===== src/hw/rtl/tcprx_pkg.sv =====
// shared types, codes and sequence compare helpers for the tcp receive engine
package tcprx_pkg;

    // connection states
    typedef enum logic [3:0] {
        ST_CLOSED      = 4'd0,
        ST_LISTEN      = 4'd1,
        ST_SYN_RECV    = 4'd2,
        ST_SYN_SENT    = 4'd3,
        ST_ESTAB       = 4'd4,
        ST_CLOSE_WAIT  = 4'd5,
        ST_LAST_ACK    = 4'd6,
        ST_FIN_WAIT_1  = 4'd7,
        ST_FIN_WAIT_2  = 4'd8,
        ST_CLOSING     = 4'd9,
        ST_TIME_WAIT   = 4'd10
    } t_conn_state;

    // reply codes
    typedef enum logic [1:0] {
        REPLY_NONE   = 2'd0,
        REPLY_RST    = 2'd1,
        REPLY_ACK    = 2'd2,
        REPLY_SYNACK = 2'd3
    } t_reply;

    // timer actions
    typedef enum logic [1:0] {
        TMR_NONE     = 2'd0,
        TMR_RETX     = 2'd1,
        TMR_TW_START = 2'd2,
        TMR_TW_RESET = 2'd3
    } t_timer;

    // item kinds
    localparam logic KIND_SEGMENT = 1'b0;
    localparam logic KIND_LOAD    = 1'b1;

    // segment flag bit positions
    localparam int FLAG_FIN = 0;
    localparam int FLAG_SYN = 1;
    localparam int FLAG_RST = 2;
    localparam int FLAG_ACK = 4;

    // wake-up bits
    localparam logic [4:0] WAKE_CONNECT = 5'b00001;
    localparam logic [4:0] WAKE_SEND    = 5'b00010;
    localparam logic [4:0] WAKE_RECV    = 5'b00100;
    localparam logic [4:0] WAKE_ACCEPT  = 5'b01000;
    localparam logic [4:0] WAKE_ENQUEUE = 5'b10000;

    // one input transaction
    typedef struct packed {
        logic        kind;
        logic [5:0]  flags;
        logic [31:0] seq;
        logic [31:0] seq_end;
        logic [31:0] ack_num;
        logic [15:0] window;
        logic [15:0] payload_len;
        logic [31:0] new_iss;
        logic [15:0] buffer_free;
        logic        parent_ready;
        logic [3:0]  load_state;
    } t_item;

    // connection state and sequence variables
    typedef struct packed {
        t_conn_state state;
        logic [31:0] init_seq;
        logic [31:0] send_unacked;
        logic [31:0] send_next;
        logic [31:0] recv_next;
        logic [15:0] recv_window;
        logic [15:0] send_window;
    } t_vars;

    // one result transaction
    typedef struct packed {
        t_reply      reply;
        t_conn_state state_after;
        logic [4:0]  wake_mask;
        logic [15:0] bytes_taken;
        logic [15:0] bytes_trimmed;
        t_timer      timer_action;
        logic        release_res;
        logic        child_spawn;
    } t_result;

    // wrap-around sequence compare: a before b
    function automatic logic seq_lt(input logic [31:0] a, input logic [31:0] b);
        logic [31:0] d;
        d = a - b;
        return d[31];
    endfunction

    // wrap-around sequence compare: a before or equal to b
    function automatic logic seq_le(input logic [31:0] a, input logic [31:0] b);
        return (a == b) || seq_lt(a, b);
    endfunction

endpackage


===== src/hw/rtl/tcprx_eval.sv =====
// segment and load evaluation: next connection variables and result fields
module tcprx_eval
    import tcprx_pkg::*;
(
    input  t_item   i_item,
    input  t_vars   i_vars,
    output t_vars   o_vars,
    output t_result o_res
);

    always_comb begin
        logic        f_fin;
        logic        f_syn;
        logic        f_rst;
        logic        f_ack;
        logic        bad_ack;
        logic [31:0] una_v;
        logic [15:0] win_eff;
        logic [31:0] rend;
        logic        in_win;
        logic        stop;
        logic        ack_due;
        logic        ok;
        logic [31:0] s_adj;
        logic [15:0] adv;
        logic [15:0] len;
        logic [31:0] diff;
        t_conn_state st;

        f_fin    = i_item.flags[FLAG_FIN];
        f_syn    = i_item.flags[FLAG_SYN];
        f_rst    = i_item.flags[FLAG_RST];
        f_ack    = i_item.flags[FLAG_ACK];
        bad_ack  = 1'b0;
        una_v    = i_vars.send_unacked;
        win_eff  = (i_vars.recv_window != 16'd0) ? i_vars.recv_window : 16'd1;
        rend     = i_vars.recv_next + {16'd0, win_eff};
        in_win   = seq_lt(i_item.seq, rend) && seq_le(i_vars.recv_next, i_item.seq_end);
        stop     = 1'b0;
        ack_due  = 1'b0;
        ok       = 1'b1;
        s_adj    = i_item.seq;
        adv      = 16'd0;
        len      = i_item.payload_len;
        diff     = 32'd0;
        st       = i_vars.state;

        o_vars = i_vars;
        o_res  = '0;

        if (i_item.kind == KIND_LOAD) begin
            // local load of state and sender variables
            o_vars.state        = (i_item.load_state > ST_TIME_WAIT) ? ST_CLOSED
                                                                     : t_conn_state'(i_item.load_state);
            o_vars.init_seq     = i_item.new_iss;
            o_vars.send_next    = i_item.seq;
            o_vars.send_unacked = i_item.ack_num;
            o_vars.recv_window  = i_item.window;
        end else begin
            case (i_vars.state)
                ST_CLOSED: begin
                    if (!f_rst) o_res.reply = REPLY_RST;
                end
                ST_LISTEN: begin
                    // a clean syn spawns a child, listener stays put
                    if (!f_rst && f_syn) begin
                        if (f_ack) begin
                            o_res.reply = REPLY_RST;
                        end else begin
                            o_res.child_spawn = 1'b1;
                            o_res.reply       = REPLY_SYNACK;
                        end
                    end
                end
                ST_SYN_SENT: begin
                    bad_ack = f_ack && (seq_le(i_item.ack_num, i_vars.init_seq)
                                        || seq_lt(i_vars.send_next, i_item.ack_num));
                    if (bad_ack) begin
                        if (!f_rst) o_res.reply = REPLY_RST;
                    end else if (f_rst) begin
                        o_vars.state    = ST_CLOSED;
                        o_res.wake_mask = WAKE_CONNECT;
                    end else if (f_syn) begin
                        o_vars.recv_next = i_item.seq_end;
                        if (f_ack) una_v = i_item.ack_num;
                        o_vars.send_unacked = una_v;
                        if (seq_lt(i_vars.init_seq, una_v)) begin
                            o_vars.state       = ST_ESTAB;
                            o_vars.send_window = i_item.window;
                            o_res.reply        = REPLY_ACK;
                            o_res.wake_mask    = WAKE_CONNECT;
                        end else begin
                            o_vars.state       = ST_SYN_RECV;
                            o_res.reply        = REPLY_SYNACK;
                            o_res.timer_action = TMR_RETX;
                        end
                    end
                end
                ST_SYN_RECV: begin
                    if (!(seq_le(i_vars.send_unacked, i_item.ack_num)
                          && seq_le(i_item.ack_num, i_vars.send_next))) begin
                        if (!f_rst) o_res.reply = REPLY_RST;
                    end else if (i_item.parent_ready) begin
                        o_vars.send_unacked = i_item.ack_num;
                        o_vars.send_window  = i_item.window;
                        o_vars.state        = ST_ESTAB;
                        o_res.wake_mask     = WAKE_ACCEPT | WAKE_ENQUEUE
                                              | ((i_vars.send_window == 16'd0) ? WAKE_SEND
                                                                               : 5'd0);
                    end
                end
                default: begin
                    // synchronized states
                    if (in_win) begin
                        if (f_rst) begin
                            o_vars.state      = ST_CLOSED;
                            o_res.release_res = 1'b1;
                        end else if (f_syn) begin
                            o_res.reply       = REPLY_RST;
                            o_vars.state      = ST_CLOSED;
                            o_res.release_res = 1'b1;
                        end else if (f_ack) begin
                            // acknowledgment processing
                            if (st == ST_ESTAB || st == ST_CLOSE_WAIT || st == ST_LAST_ACK
                                || st == ST_FIN_WAIT_1 || st == ST_CLOSING) begin
                                if (seq_lt(i_vars.send_unacked, i_item.ack_num)
                                    && seq_le(i_item.ack_num, i_vars.send_next)) begin
                                    una_v               = i_item.ack_num;
                                    o_vars.send_unacked = i_item.ack_num;
                                    if (st == ST_FIN_WAIT_1) begin
                                        st = ST_FIN_WAIT_2;
                                    end else if (st == ST_CLOSING) begin
                                        o_vars.state       = ST_TIME_WAIT;
                                        o_res.timer_action = TMR_TW_START;
                                        stop               = 1'b1;
                                    end else if (st == ST_LAST_ACK) begin
                                        o_vars.state      = ST_CLOSED;
                                        o_res.release_res = 1'b1;
                                        stop              = 1'b1;
                                    end
                                end else if (seq_lt(i_vars.send_next, i_item.ack_num)) begin
                                    stop = 1'b1;
                                end
                                if (!stop && seq_le(una_v, i_item.ack_num)
                                    && seq_le(i_item.ack_num, i_vars.send_next)) begin
                                    if (i_vars.send_window == 16'd0) begin
                                        o_res.wake_mask = o_res.wake_mask | WAKE_SEND;
                                    end
                                    o_vars.send_window = i_item.window;
                                end
                            end

                            if (!stop) begin
                                o_vars.state = st;
                                // payload intake with leading overlap trim
                                if ((st == ST_ESTAB || st == ST_FIN_WAIT_1
                                     || st == ST_FIN_WAIT_2)
                                    && i_item.payload_len != 16'd0
                                    && i_vars.recv_window != 16'd0) begin
                                    if (seq_lt(i_item.seq, i_vars.recv_next)) begin
                                        if (seq_le(i_item.seq + {16'd0, i_item.payload_len},
                                                   i_vars.recv_next)) begin
                                            ok = 1'b0;
                                        end else begin
                                            diff                = i_vars.recv_next - i_item.seq;
                                            adv                 = diff[15:0];
                                            s_adj               = i_item.seq + {16'd0, adv};
                                            len                 = i_item.payload_len - adv;
                                            o_res.bytes_trimmed = adv;
                                        end
                                    end
                                    if (ok) begin
                                        if (i_vars.recv_next == s_adj
                                            && i_item.buffer_free >= len) begin
                                            o_res.bytes_taken  = len;
                                            o_vars.recv_window = (i_vars.recv_window >= len)
                                                                 ? i_vars.recv_window - len
                                                                 : 16'd0;
                                            o_res.wake_mask    = o_res.wake_mask | WAKE_RECV;
                                        end
                                        ack_due = 1'b1;
                                    end
                                end

                                // fin handling
                                if (f_fin) begin
                                    case (st)
                                        ST_ESTAB: begin
                                            o_vars.state    = ST_CLOSE_WAIT;
                                            o_res.wake_mask = o_res.wake_mask | WAKE_RECV;
                                        end
                                        ST_FIN_WAIT_1: begin
                                            o_vars.state = ST_CLOSING;
                                        end
                                        ST_TIME_WAIT: begin
                                            o_res.timer_action = TMR_TW_RESET;
                                        end
                                        ST_FIN_WAIT_2: begin
                                            o_vars.state       = ST_TIME_WAIT;
                                            o_res.timer_action = TMR_TW_START;
                                        end
                                        default: begin
                                        end
                                    endcase
                                    ack_due = 1'b1;
                                end
                                o_vars.recv_next = i_item.seq_end;
                                if (ack_due) o_res.reply = REPLY_ACK;
                            end
                        end
                    end
                end
            endcase
        end

        o_res.state_after = o_vars.state;
    end

endmodule


===== src/hw/rtl/tcp_receive_state_machine.sv =====
// top level of the tcp receive engine: input register, state, result register
//
//  channel  direction  handshake                 payload
//  input    in         i_in_valid / o_in_ready   kind, flags, seq .. load_state
//  output   out        o_out_valid / i_out_ready reply, state_after .. child_spawn
//
// one transaction per cycle while the output is not stalled; an accepted item
// enters the input register, which feeds one pass of evaluation that updates
// the connection variables and fills the result register in the same cycle
// reset clears the connection to closed with all sequence variables zero
// a stalled output holds its result and the input register, the input side keeps
// accepting as long as the input register moves on
module tcp_receive_state_machine
    import tcprx_pkg::*;
(
    input  logic        i_clk,
    input  logic        i_rst_n,
    input  logic        i_in_valid,
    output logic        o_in_ready,
    input  logic        i_kind,
    input  logic [5:0]  i_flags,
    input  logic [31:0] i_seq,
    input  logic [31:0] i_seq_end,
    input  logic [31:0] i_ack_num,
    input  logic [15:0] i_window,
    input  logic [15:0] i_payload_len,
    input  logic [31:0] i_new_iss,
    input  logic [15:0] i_buffer_free,
    input  logic        i_parent_ready,
    input  logic [3:0]  i_load_state,
    output logic        o_out_valid,
    input  logic        i_out_ready,
    output logic [1:0]  o_reply,
    output logic [3:0]  o_state_after,
    output logic [4:0]  o_wake_mask,
    output logic [15:0] o_bytes_taken,
    output logic [15:0] o_bytes_trimmed,
    output logic [1:0]  o_timer_action,
    output logic        o_release_res,
    output logic        o_child_spawn
);

    logic    r_in_vld;
    t_item   r_item;
    logic    r_out_vld;
    t_result r_res;
    t_vars   r_vars;
    t_vars   n_vars;
    t_result n_res;
    logic    w_step;

    // evaluation fires when the result register is free or draining
    assign w_step     = r_in_vld && (!r_out_vld || i_out_ready);
    assign o_in_ready = !r_in_vld || w_step;

    tcprx_eval u_eval (
        .i_item (r_item),
        .i_vars (r_vars),
        .o_vars (n_vars),
        .o_res  (n_res)
    );

    // control and connection state
    always_ff @(posedge i_clk) begin
        if (!i_rst_n) begin
            r_in_vld  <= 1'b0;
            r_out_vld <= 1'b0;
            r_vars    <= '{state: ST_CLOSED, default: '0};
        end else begin
            if (o_in_ready) r_in_vld <= i_in_valid;
            if (w_step) begin
                r_out_vld <= 1'b1;
                r_vars    <= n_vars;
            end else if (i_out_ready) begin
                r_out_vld <= 1'b0;
            end
        end
    end

    // payload registers
    always_ff @(posedge i_clk) begin
        if (i_in_valid && o_in_ready) begin
            r_item <= '{kind: i_kind, flags: i_flags, seq: i_seq, seq_end: i_seq_end,
                        ack_num: i_ack_num, window: i_window, payload_len: i_payload_len,
                        new_iss: i_new_iss, buffer_free: i_buffer_free,
                        parent_ready: i_parent_ready, load_state: i_load_state};
        end
        if (w_step) r_res <= n_res;
    end

    // result outputs
    assign o_out_valid     = r_out_vld;
    assign o_reply         = r_res.reply;
    assign o_state_after   = r_res.state_after;
    assign o_wake_mask     = r_res.wake_mask;
    assign o_bytes_taken   = r_res.bytes_taken;
    assign o_bytes_trimmed = r_res.bytes_trimmed;
    assign o_timer_action  = r_res.timer_action;
    assign o_release_res   = r_res.release_res;
    assign o_child_spawn   = r_res.child_spawn;

`ifndef SYNTHESIS
    // connection variables move only on an evaluation step
    a_vars_hold: assert property (@(posedge i_clk) disable iff (!i_rst_n)
        !w_step |=> $stable(r_vars))
        else $error("connection variables changed without a step");

    // every step leaves a result pending
    a_step_result: assert property (@(posedge i_clk) disable iff (!i_rst_n)
        w_step |=> r_out_vld)
        else $error("step did not produce a result");

    // a spawned child leaves the listener in place with a syn-ack
    a_child_listen: assert property (@(posedge i_clk) disable iff (!i_rst_n)
        (r_out_vld && r_res.child_spawn)
            |-> (r_res.state_after == ST_LISTEN && r_res.reply == REPLY_SYNACK))
        else $error("child spawn outside listen");

    // release always ends in closed
    a_release_closed: assert property (@(posedge i_clk) disable iff (!i_rst_n)
        (r_out_vld && r_res.release_res) |-> (r_res.state_after == ST_CLOSED))
        else $error("release without closed state");

    // taken bytes are acknowledged and wake the receiver
    a_taken_ack: assert property (@(posedge i_clk) disable iff (!i_rst_n)
        (r_out_vld && r_res.bytes_taken != 16'd0)
            |-> (r_res.reply == REPLY_ACK && r_res.wake_mask[2]))
        else $error("payload taken without ack or wake");
`endif

endmodule


===== config.mk =====
export PLATFORM = sky130hd
export DESIGN_NAME = tcp_receive_state_machine
export DESIGN_NICKNAME = d
export VERILOG_FILES = /design/src/hw/rtl/tcprx_pkg.sv /design/src/hw/rtl/tcprx_eval.sv /design/src/hw/rtl/tcp_receive_state_machine.sv
export SDC_FILE = /design/constraint.sdc
export NUM_CORES = 1
export LEC_CHECK = 0
export ABC_AREA = 0
export BUFFER_PORTS_ARGS = -buffer_cell sky130_fd_sc_hd__buf_2
export CORE_ASPECT_RATIO = 1.25
export CORE_MARGIN = 5
export CORE_UTILIZATION = 56
export DETAILED_ROUTE_END_ITERATION = 8
export PLACE_DENSITY = 0.78
export SYNTH_ARGS = -nofsm -noshare
export SYNTH_HDL_FRONTEND = slang
export SYNTH_SLANG_ARGS = --single-unit
export TNS_END_PERCENT = 30

===== constraint.sdc =====
create_clock -name i_clk -period 8.23 [get_ports i_clk]
set_input_delay 0.823 -clock i_clk [delete_from_list [all_inputs] [get_ports i_clk]]
set_output_delay 0.823 -clock i_clk [all_outputs]
set_load 0.03 [all_outputs]

### Word-level counts from Yosys, hierarchy flattened

Cells that the tools add are included.

| operators by class | value |
|---|---|
| mux-type cells | 195 |
| $add $sub $neg | 16 |
| reduce and logical (&&, ||, !) cells | 61 |
| bitwise gates (word level) | 12 |
| $lt $le $gt $ge | 3 |
| equal/unequal tests | 42 |

Operators by type and width:

| operator | count |
|---|---|
| $mux W32 | 33 |
| $mux W16 | 27 |
| $sub A32 B32 Y32 | 10 |
| $mux W64 | 4 |
| $eq A32 B32 Y1 | 7 |
| $mux W4 | 27 |
| $add A32 B16 Y32 | 3 |
| $pmux W32 S3 | 1 |
| $mux W40 | 2 |
| $mux W39 | 2 |
| $pmux W32 S2 | 1 |
| $mux W5 | 12 |
| $mux W1 | 52 |
| $mux W48 | 1 |
| $pmux W16 S3 | 1 |
| $sub A16 B16 Y16 | 3 |
| $mux W19 | 2 |
| $mux W37 | 1 |
| $mux W35 | 1 |
| $ge A16 B16 Y1 | 2 |
| $mux W2 | 16 |
| $reduce_bool A16 Y1 | 2 |
| $reduce_or A13 Y1 | 2 |
| $eq A4 B3 Y1 const B | 6 |
| other kinds (33) | 111 |

| word-level totals | value |
|---|---|
| logic and storage cells | 357 |
| output and inout port bits | 49 |
| flip-flop bits (word level) | 400 |
| input bits | 192 |

### Longest topological paths before layout

Gate-level depths: netlist of the first run.

| logic depth | value |
|---|---|
| depth in word-level cells | 43 |
| gate-level depth with buffers | 47 |
| depth with buffers taken out | 42 |

### Modules after synthesis

Synthesis of the first run repeated with hierarchy kept, for this count alone.

| second synthesis, totals | value |
|---|---|
| cells, all modules | 3515 |
| area total of the unflattened synthesis | 31742.9 µm² |

Modules (own cells, without submodules):

| module | area each (µm²) | sequential area each (µm²) | cells an instance | times used |
|---|---|---|---|---|
| tcprx_eval | 18082.3 | 0.0 | 2559 | 1 |
| tcp_receive_state_machine | 13660.6 | 10380.0 | 956 | 1 |

### Worst setup path before layout of the first run

Ideal clock, no wire load.

| path | value |
|---|---|
| path type | register -> register |
| start | register r_item[151] (netlist bit) |
| end | register r_res (netlist bit o_bytes_taken[10]) (data pin) |
| library setup time | 0.265 ns |
| slack | -0.502 ns |
| arrival time | 8.467 ns |
| required time | 7.965 ns |
| cell stages (with the launch flop) | 45 |
| path buffers | 6 |
| path through | edfxtp_1 -> ha_1 -> nor2b_1 -> o21ai_0 -> a21boi_0 -> o21ai_0 -> a21boi_0 -> o21ai_0 -> a21boi_0 -> o21ai_0 -> a21boi_0 -> o21ai_0 -> a21oi_1 -> o31ai_1 -> a21boi_0 -> xnor2_1 -> ha_1 -> and4_1 -> (+9 left out) -> nand2_1 -> o21ai_0 -> ha_1 -> a21o_1 -> a21o_1 -> a21o_1 -> a21o_1 -> a21o_1 -> a21o_1 -> a211oi_1 -> nor3_1 -> o221ai_1 -> a2111oi_4 -> nand4_1 -> or2_2 -> clkbuf_1 -> clkbuf_1 -> nor2_1 |

| on the way | value |
|---|---|
| cells in the longest elaborated chain, start to end | 17 |
| elaborated cells on any way between the ends | 47 |

RTL lines:

| item | RTL line | RTL |
|---|---|---|
| start: declaration | tcp_receive_state_machine.sv:44 | `t_item r_item;` |
| start signal: assignment | tcp_receive_state_machine.sv:83 | `r_item <= '{kind: i_kind, flags: i_flags, seq: i_seq, seq_end: i_seq_end,` |
| $add A32 B16 Y32 | tcprx_eval.sv:161 | `if (seq_le(i_item.seq + {16'd0, i_item.payload_len},` |
| $sub A32 B32 Y32 or $eq A32 B32 Y1 (tied branches) | tcprx_pkg.sv:93, tcprx_pkg.sv:99 |  |
| $logic_or A1 B1 Y1 | tcprx_pkg.sv:99 | `return (a == b) \|\| seq_lt(a, b);` |
| $mux W16 or $mux W32 (tied branches) | tcprx_eval.sv:161 |  |
| $mux W16 or $mux W32 (tied branches) | tcprx_eval.sv:160 | `if (seq_lt(i_item.seq, i_vars.recv_next)) begin` |
| $mux W16 or $mux W32 (tied branches) | tcprx_eval.sv:156 | `if ((st == ST_ESTAB \|\| st == ST_FIN_WAIT_1` |
| $mux W16 or $mux W32 (tied branches) | tcprx_eval.sv:153 | `if (!stop) begin` |
| $mux W16 or $mux W32 (tied branches) | tcprx_eval.sv:122 | `end else if (f_ack) begin` |
| $mux W16 or $mux W32 (tied branches) | tcprx_eval.sv:118 | `end else if (f_syn) begin` |
| $mux W16 or $mux W32 (tied branches) | tcprx_eval.sv:115 | `if (f_rst) begin` |
| $mux W16 or $mux W32 (tied branches) | tcprx_eval.sv:114 | `if (in_win) begin` |
| $mux W16 or $mux W32 (tied branches) | tcprx_eval.sv:60 | `case (i_vars.state)` |
| $mux W16 or $mux W32 (tied branches) | tcprx_eval.sv:51 | `if (i_item.kind == KIND_LOAD) begin` |
| $ge A16 B16 Y1 or $eq A32 B32 Y1 (tied branches) | tcprx_eval.sv:174, tcprx_eval.sv:173 |  |
| $logic_and A1 B1 Y1 | tcprx_eval.sv:174 | `&& i_item.buffer_free >= len) begin` |
| $not A1 Y1 (no source line) | -- |  |
| $reduce_or A13 Y1 (no source line) | -- |  |
| end signal: assignment | tcp_receive_state_machine.sv:88 | `if (w_step) r_res <= n_res;` |
| end: declaration | tcp_receive_state_machine.sv:46 | `t_result r_res;` |

Several ways; a longest one is shown, not always the timed one. The select of a mux whose other input is x is not followed.
A chain may end at the register's enable or synchronous reset.

### Worst setup path in the final report of the first run

| path | value |
|---|---|
| start | register r_item[53] (netlist bit) |
| end | register r_vars[24] (netlist bit) |

| on the way | value |
|---|---|
| cells in the longest elaborated chain, start to end | 25 |
| elaborated cells on any way between the ends | 58 |

RTL lines:

| item | RTL line | RTL |
|---|---|---|
| $add A32 B16 Y32 | tcprx_eval.sv:161 |  |
| $sub A32 B32 Y32 or $eq A32 B32 Y1 (tied branches) | tcprx_pkg.sv:93, tcprx_pkg.sv:99 |  |
| $logic_or A1 B1 Y1 | tcprx_pkg.sv:99 |  |
| $mux W16 | tcprx_eval.sv:161 |  |
| $mux W16 | tcprx_eval.sv:160 |  |
| $mux W16 | tcprx_eval.sv:156 |  |
| $mux W16 | tcprx_eval.sv:153 |  |
| $mux W16 | tcprx_eval.sv:122 |  |
| (+9 left out) | -- |  |
| $mux W16 | tcprx_eval.sv:156 |  |
| $mux W48 | tcprx_eval.sv:153 |  |
| $mux W64 | tcprx_eval.sv:122 |  |
| $mux W64 | tcprx_eval.sv:118 |  |
| $mux W64 | tcprx_eval.sv:115 |  |
| $mux W64 | tcprx_eval.sv:114 |  |
| $mux W16 | tcprx_eval.sv:60 |  |
| $mux W16 | tcprx_eval.sv:51 |  |
| end signal: assignment | tcp_receive_state_machine.sv:73 | `r_vars <= n_vars;` |
| end: declaration | tcp_receive_state_machine.sv:47 | `t_vars r_vars;` |

Several ways; a longest one is shown, not always the timed one. The select of a mux whose other input is x is not followed.

==> results of run 1 <==
[what timing repair did]
action                                  CTS  global route
resized for setup                        17            27
endpoints found under the setup margin   33            33
cloned                                    0             0
buffers inserted                          4             7
pin swaps                                 8            18
[through the flow]
stage	hold WS, ns	TNS [ns]
6_report	0.408	0
5_1_grt	0.397	-0.0220
4_1_cts	0.390	0
3_5_place_dp	0.468	-12.77
3_3_place_gp	0.463	-6.84
2_1_floorplan	0.453	0
[worst register-to-register path: cells and delay by family, from the launching register on]
kind / cells / cell delay [ns]
adder cells (fa/ha/maj): 4 / 1.14
flip-flops: 1 / 0.35
multiplexers: 1 / 0.21
XOR/XNOR: 1 / 0.08
buffers and inverters: 6 / 0.85
AND/OR/NAND/NOR: 8 / 1.24
AO/OA/AOI/OAI: 27 / 3.95
[power by group]
part           switching (uW)  internal [uW]
Clock                     839           1170
Combinational             689            498
Sequential               93.7           2200
Total                    1620           3860
[cell families (layout without fill, tap and decap cells)]
logic type / Yosys count / count (layout) / synth area share (%)
fa+ha+maj: 438 / 438 / 19.3
xor+xnor: 111 / 111 / 3.34
buf+inv: 416 / 783 / 5.48
flops: 398 / 398 / 35.3
other cells: 0 / 1 / 0
compound gates: 757 / 757 / 17.4
mux: 142 / 142 / 4.95
simple gates: 881 / 881 / 14.2
[cell type report]
type,count,area [um2],area share [%]
Clock buffer,54,1240,3.69
Multi-Input combinational cell,2329,17500,51.9
Tap cell,665,832,2.48
Inverter,313,1170,3.50
Antenna cell,1,2.50,0.00745
Sequential cell,398,10300,30.6
Clock inverter,23,220,0.655
Timing Repair Buffer,393,2390,7.10
[placed cells by master, fill, tap and decap left out, types with 44 or more instances in the layout]
cell type / count
sky130_fd_sc_hd__buf_2: 237
sky130_fd_sc_hd__o21ai_0: 114
sky130_fd_sc_hd__dfxtp_1: 166
sky130_fd_sc_hd__xnor2_1: 76
sky130_fd_sc_hd__a21o_1: 124
sky130_fd_sc_hd__a21boi_0: 45
sky130_fd_sc_hd__buf_4: 153
sky130_fd_sc_hd__edfxtp_1: 232
sky130_fd_sc_hd__clkbuf_16: 45
sky130_fd_sc_hd__mux2i_1: 123
sky130_fd_sc_hd__ha_1: 418
sky130_fd_sc_hd__nor3_1: 44
sky130_fd_sc_hd__nor2_1: 190
sky130_fd_sc_hd__nand4_1: 59
sky130_fd_sc_hd__a21oi_1: 203
sky130_fd_sc_hd__nand3_1: 60
sky130_fd_sc_hd__nor2b_1: 48
sky130_fd_sc_hd__nand2_1: 337
sky130_fd_sc_hd__inv_1: 306
[final timing paths]
check | from | endpoint | slack (ns) | cells after the start
max | r_item[53] | r_vars[24] | 0.29 | 47
min | i_seq_end[24] | r_item[141] | 0.41 | 1
max reg2reg | r_item[53] | r_vars[24] | 0.29 | 47
min reg2reg | r_vars[72] | r_vars[72] | 0.47 | 2
[registers in the layout (all words and copies together), names as in the netlist]
name and count:
r_in_vld 1, o_child_spawn 1, r_vars 164, o_out_valid 1
o_timer_action 2, o_release_res 1, o_reply 2, o_bytes_taken 16
o_state_after 4, r_item 186, o_bytes_trimmed 16, o_wake_mask 4
[layer usage]
metal	routed length (um)	share of wire (%)	vias to the layer above	GRT usage, %
li1	-	-	12000	-
met1	33700	38	11700	34.7
met2	43200	48	883	53.3
met3	5090	5.7	296	4.11
met4	7230	8.1	0	20.2
met5	0	0	-	0
==> results by stage, run 1 <==
Status:
- The run finished with clean final reports.

Power and ir drop:
- The total power is ~5500 uW.
- Power spread over the standard cell area amounts to 163 nW/um2.
- The worst ir drop on vdd is approximately 0.18 mV.
- The standby leakage power is 0.0150 uW.

Critical path:
- Counting both buffers and inverters, the worst setup path holds a total of 6.
- The master of the slowest instance on the critical path is sky130_fd_sc_hd__or3_4.
- The most used cell along the critical path is sky130_fd_sc_hd__a21o_1.
- The required time of the critical path is 8.66 ns.
- Broken down by cell family, the worst path's largest delay share belongs to compound AO/OA/AOI/OAI gates.
- The nature of the critical path startpoint is a flop.
- At the worst endpoint, the arrival time is 8.36 ns.
- The maximum cell stage delay along the critical path is 0.39 ns.
- The endpoint type of the worst setup path is a flop.
- The worst setup path is of the reg -> reg kind.
- The highest fanout seen on the critical path is 11.

STA:
- The share of the clock period used by the worst path is 96.4%.
- The number of hold-slack violations in the final timing report came to 0.
- The final setup violation count is 0.
- The worst path needs 7.94 ns of the cycle, external delays included.
- On the final layout, the worst clock skew is 0.0252 ns.
- Derived from the worst setup path, the maximum achievable clock frequency is 0.126 GHz.
- The slew of the pin with the lowest slew margin is 1.12 ns.
- The count of final max-slew check failures is 0.
- Setup slack on the critical path of the routed design comes to just under 0.3 ns.
- The relative max-transition margin is 24.8%.

Place:
- Once placement finished, the instance area stood at around 32000 um2.
- At the end of routability-driven placement, the weighted congestion stood at 1.01.
- OpenSTA, run right after detailed placement, puts the worst setup slack at -0.497 ns.
- The quantity of I/O buffers inserted on ports is 238.
- The number of placed instances with taps included is 4088.
- Once detailed placement completed, the half-perimeter wirelength came to 70400 um.

Logic synthesis:
- The synthesis-stage register bit count is 398.
- The number of synthesized flops with an enable pin is between 200 and 250.
- The top cell type by area accounts for between 20% and 30% of the synthesized area.
- Ranked by instance count, the synthesized netlist is headed by 418 x sky130_fd_sc_hd__ha_1, 338 x sky130_fd_sc_hd__nand2_1, 309 x sky130_fd_sc_hd__inv_1, 232 x sky130_fd_sc_hd__edfxtp_1, 209 x sky130_fd_sc_hd__a21oi_1.
- The dominant synthesized flop cell is sky130_fd_sc_hd__edfxtp_1.
- In this run the mean area of a mapped cell was ~9.3 um2.
- The count of distinct cell types in the synthesized netlist is 93.
- The library cell with the largest summed area after synthesis is sky130_fd_sc_hd__edfxtp_1.
- Sequential elements use 35.3% of the synthesized area.
- During synthesis, Yosys emitted a total of 0 warnings.
- For this run, asynchronously set or reset flops after synthesis account for 0%.
- The cell area after synthesis is 29100 um2.
- The most numerous cell in the Yosys netlist is sky130_fd_sc_hd__ha_1.
- In the post-synthesis netlist, the biggest area contributors are sky130_fd_sc_hd__edfxtp_1 24%, sky130_fd_sc_hd__ha_1 18%, sky130_fd_sc_hd__dfxtp_1 11%.
- The net count of the mapped netlist is 3772.
- Synthesis handed over a netlist of 3143 instances.

Route:
- After detailed routing, the average wire length per cell comes to between 20 and 25 um.
- In the routed design, unresolved DRC markers number 0.
- The via count normalized by instance count is 5.95.
- The number of detailed-routing iterations run before antenna repair is 8.
- The count of nets left with antenna violations after detail routing is 0.
- The overall routed net length is 89200 um.
- The count of routing violations after the opening detailed-route iteration is 2171.
- Summing over every cut layer, the via total after detailed routing is about 25000.

Final layout:
- The fraction of final layout cells with drive strength greater than 1 is 15.8%.
- After the last flow step, the layout net total stands at between 4000 and 5000.
- After routing the design area is 33600 um2.
- The post-layout utilization of the core is between 60% and 70%.
- The fill cell total of the finished layout is roughly 4300.
- The count of non-filler cells in the finished layout is 4176.
- From synthesis to final layout, the design area changed by 15.4%.

Floorplanning:
- The core area is about 52000 um2.
- The starting utilization of the core area is a little under three fifths.
- The floorplan step set the die height to about 260 um.
- The number of top-level pins is 241.
- The die outline area is 56700 um2.
- The site row count is 93.
- In this run the horizontal extent of the chip is 214 um.

GRT:
- The global-route wire length before repair is 136000 um.
- The global route total overflow is 0.
- The via count of the first global-routing pass is 24400.
- The initial antenna violation count was 3.
- Entering global routing, the biggest net connects 95 pins.
- The global-route total usage across every layer is 30.4%.

CTS:
- The number of buffers added to fix hold violations after cts is 0.
- Clock-pin slew was measured on the worst setup and hold paths at 0.07 ns.
- The clock latency reported for the late side of the worst-skew pair is 0.58 ns.
- The clock drives 398 sinks.
- The H-tree was split into 2 levels.
- The CTS tree is yes.
- The total CTS buffers is 42.
- The master cell of the clock root buffer is sky130_fd_sc_hd__clkbuf_16.
- No sink is reached through more buffers than the 3 on the longest clock path.

Min path:
- The worst hold path class is in -> reg.

Run:
- The count of maximum capacitance violations is 0.
No activity file was read; power rests on OpenSTA's default activity.
==> run 2: changes to the inputs <==
--- a/config.mk
+++ b/config.mk
@@ -10,8 +10,10 @@
 export CORE_ASPECT_RATIO = 1.25
 export CORE_MARGIN = 5
 export CORE_UTILIZATION = 56
+export CTS_CLUSTER_SIZE = 25
 export DETAILED_ROUTE_END_ITERATION = 8
 export PLACE_DENSITY = 0.78
+export REMOVE_ABC_BUFFERS = 1
 export SYNTH_ARGS = -nofsm -noshare
 export SYNTH_HDL_FRONTEND = slang
 export SYNTH_SLANG_ARGS = --single-unit
==> results by stage, run 2 (synthesis results as in run 1) <==
Critical path:
- The nature of the critical path startpoint is a flop (unchanged).
- The required time of the critical path is 8.72 ns (was 8.66 ns).
- The critical path arrival is 8.41 ns (was 8.36 ns).
- The highest fanout seen on the critical path is 8 (was 11).
- The beginning of the worst register-to-register path is r_item[149] (was r_item[53]).
- The minimum setup slack among reg-to-reg paths is 0.30 ns (was 0.29 ns).
- The kind of cell with the highest combined delay on the critical path was compound AO/OA/AOI/OAI gates (unchanged).
- The number of buffers and inverters on the critical path is 6 (unchanged).
- The worst setup path category is reg -> reg (unchanged).
- The master of the slowest instance on the critical path is sky130_fd_sc_hd__or3_4 (unchanged).
- The endpoint type of the worst setup path is a flop (unchanged).
- The most used cell along the critical path was sky130_fd_sc_hd__a21o_1 (unchanged).
- The maximum cell stage delay along the critical path is 0.41 ns (was 0.39 ns).
- The terminus of the critical flop-to-flop path was r_vars[31] (was r_vars[24]).
- The number of cells on the worst reg-to-reg path came to 47 (unchanged).

Min path:
- The worst hold path class is in -> reg (unchanged).
- The capture endpoint of the worst hold path is r_item[182] (was r_item[141]).
- The startpoint of the lowest-slack hold path is i_flags[1] (was i_seq_end[24]).
- The worst hold path cell count came to 1 (unchanged).

Final layout:
- The most common cell after layout, fill and taps aside is sky130_fd_sc_hd__ha_1 (unchanged).
- The final antenna diode count is 0 (was 1).
- The relative area change from synthesis to final layout is 15.4% (about the same).
- The register with the most flip-flops is r_item (unchanged).
- The number of flip-flops in the largest register is 186 (unchanged).
- Most frequent cells in the layout: 417 x sky130_fd_sc_hd__ha_1, 336 x sky130_fd_sc_hd__nand2_1, 306 x sky130_fd_sc_hd__inv_1 (was 418 x sky130_fd_sc_hd__ha_1, 337 x sky130_fd_sc_hd__nand2_1, 306 x sky130_fd_sc_hd__inv_1).
- The fraction of final layout cells with drive strength greater than 1 is 15.4% (was 15.8%).
- The number of nets in the layout is 4087 (was 4106).
- Registers with the highest flip-flop counts: r_item x186, r_vars x164 (unchanged).

Route:
- The count of routing violations after the opening detailed-route iteration is 1820 (was 2171).
- The count of nets left with antenna violations after detail routing came to 0 (unchanged).
- The overall routed net length was 87800 um (was 89200 um).
- The number of detailed-routing iterations run before antenna repair is 6 (was 8).
- The via count normalized by instance count came to 5.97 (was 5.95).
- The wire length per cell after detailed routing was 21.1 um (was 21.4 um).
- The DRC violation count after routing is 0 (unchanged).
- The via count is 24800 (about the same).

Power and ir drop:
- The worst ir drop on vdd was 0.182 mV (was 0.184 mV).
- The standby leakage power was 0.0150 uW (about the same).
- The power per cell area is 166 nW/um2 (was 163 nW/um2).

Floorplanning:
- The site row count is 93 (unchanged).
- The die outline area came to 56700 um2 (unchanged).
- The starting utilization of the core area is 56.5% (unchanged).
- The number of top-level pins is 241 (unchanged).
- The core area is 51500 um2 (unchanged).
- The floorplan die height is 265 um (unchanged).
- The die outline width was 214 um (unchanged).

GRT:
- The highest-utilization routing layer at the global route stage is met2 (unchanged).
- The met2 capacity usage during global routing is 53.5% (was 53.3%).
- The global-route wire length before repair is 134000 um (was 136000 um).
- The initial antenna violation count is 0 (was 3).
- The global route total overflow came to 0 (unchanged).
- The global-route total usage across every layer is 29.6% (was 30.4%).
- The met3 track demand over resource is 3.63% (was 4.11%).
- The met1 capacity usage during global routing is 33.8% (was 34.7%).
- The largest net degree at the start of global routing was 75 (was 95).
- The via count of the first global-routing pass is 24500 (was 24400).

STA:
- The worst hold margin is 0.406 ns (was 0.408 ns).
- The final setup violation count was 0 (unchanged).
- The number of hold-slack violations in the final timing report is 0 (unchanged).
- The minimum clock period after layout came to 7.93 ns (was 7.94 ns).
- The slew of the pin with the lowest slew margin is 1.26 ns (was 1.12 ns).
- The aggregate negative setup slack came to 0 ns (unchanged).
- The relative max-transition margin is 15.0% (was 24.8%).
- The maximum clock frequency is 0.126 GHz (about the same).
- The worst setup skew after layout came to 0.0282 ns (was 0.0252 ns).
- The share of the clock period used by the worst path came to 96.3% (was 96.4%).
- The count of final max-slew check failures came to 0 (unchanged).

Run:
- The count of maximum capacitance violations is 0 (unchanged).

CTS:
- The clock latency reported for the late side of the worst-skew pair is 0.59 ns (was 0.58 ns).
- The total CTS buffers is 43 (was 42).
- The clock input transition at the sequential cells of the worst setup and hold paths is 0.07 ns (about the same).
- The maximum count of clock buffers along a single path is 3 (unchanged).
- The CTS tree is yes (unchanged).
- The H-tree depth reported by CTS is 2 (unchanged).
- The total number of clock tree sinks is 398 (unchanged).
- The master cell of the clock root buffer is sky130_fd_sc_hd__clkbuf_16 (unchanged).

Status:
- Run status: finished, final reports clean (unchanged).

Place:
- The HPWL after detailed placement is 68700 um (was 70400 um).
- The quantity of I/O buffers inserted on ports is 238 (unchanged).
- The final estimated routing congestion in global placement was 1.01 (about the same).
[run 2: cell types whose count changed in the layout (fill, tap and decap cells not counted), moves of 3 or more]
cell and delta:
sky130_fd_sc_hd__a21oi_2 -3, sky130_fd_sc_hd__buf_4 -26, sky130_fd_sc_hd__bufinv_16 +4, sky130_fd_sc_hd__clkbuf_1 +3
sky130_fd_sc_hd__clkbuf_8 -5, sky130_fd_sc_hd__clkinv_1 +3, sky130_fd_sc_hd__clkinv_2 -3, sky130_fd_sc_hd__clkinv_4 -3
sky130_fd_sc_hd__clkinvlp_4 +3
[run 2: layout make-up]
| cell class | instances | area (um2) |
|---|---|---|
| Clock buffer | 51 | 1160 |
| Tap cell | 665 | 832 |
| Sequential cell | 398 | 10300 |
| Multi-Input combinational cell | 2329 | 17500 |
| Inverter | 313 | 1170 |
| Fill cell | 4300 | 17900 |
| Clock inverter | 29 | 368 |
| Timing Repair Buffer | 373 | 2310 |
[run 2: what timing repair did]
action	CTS	global route
pin swaps	4	42
cloned	0	2
hold buffers	0	0
gates resized for setup	28	35
setup buffers	2	11
hold endpoints to repair	0	0
setup endpoints to repair	33	33
[run 2: metrics by stage]
| step | cells | total power (uW) | utilization (%) | instance area [um2] | setup slack [ns] |
|---|---|---|---|---|---|
| 5_1_grt | 4158 | 5810 | 65.2 | 33600 | -0.0542 |
| 2_1_floorplan | 3040 | 3050 | - | 28700 | -0.970 |
| 6_report | 4158 | 5560 | 65.2 | 33600 | 0.304 |
| 4_1_cts | 4145 | 5570 | 64.7 | 33400 | 0.00170 |
| 3_5_place_dp | 4063 | 3460 | 61.5 | 31700 | -0.665 |
| 3_3_place_gp | 4063 | 3450 | 61.5 | 31700 | -0.386 |
[run 2: worst max path at each step]
stage,startpoint,end,slack (ns),cells past startpoint
floorplan,r_item[151],r_vars[31],-0.97,38
CTS,r_item[149],r_vars[31],0.002,42
global route,r_item[149],r_vars[31],-0.05,44
detailed placement,r_item[149],r_vars[31],-0.67,42
finish,r_item[149],r_vars[31],0.30,47
global placement,r_item[53],r_vars[31],-0.39,40
[run 2: power by group]
part	internal (uW)	switching [uW]
registers	2200	97.1
logic	497	678
clock network	1240	854
[run 2: routing by layer]
layer,up-vias,part of all wire (%)
met2,873,50
met5,-,0
met3,303,5.3
met1,11700,38
met4,0,7.1
li1,11900,-
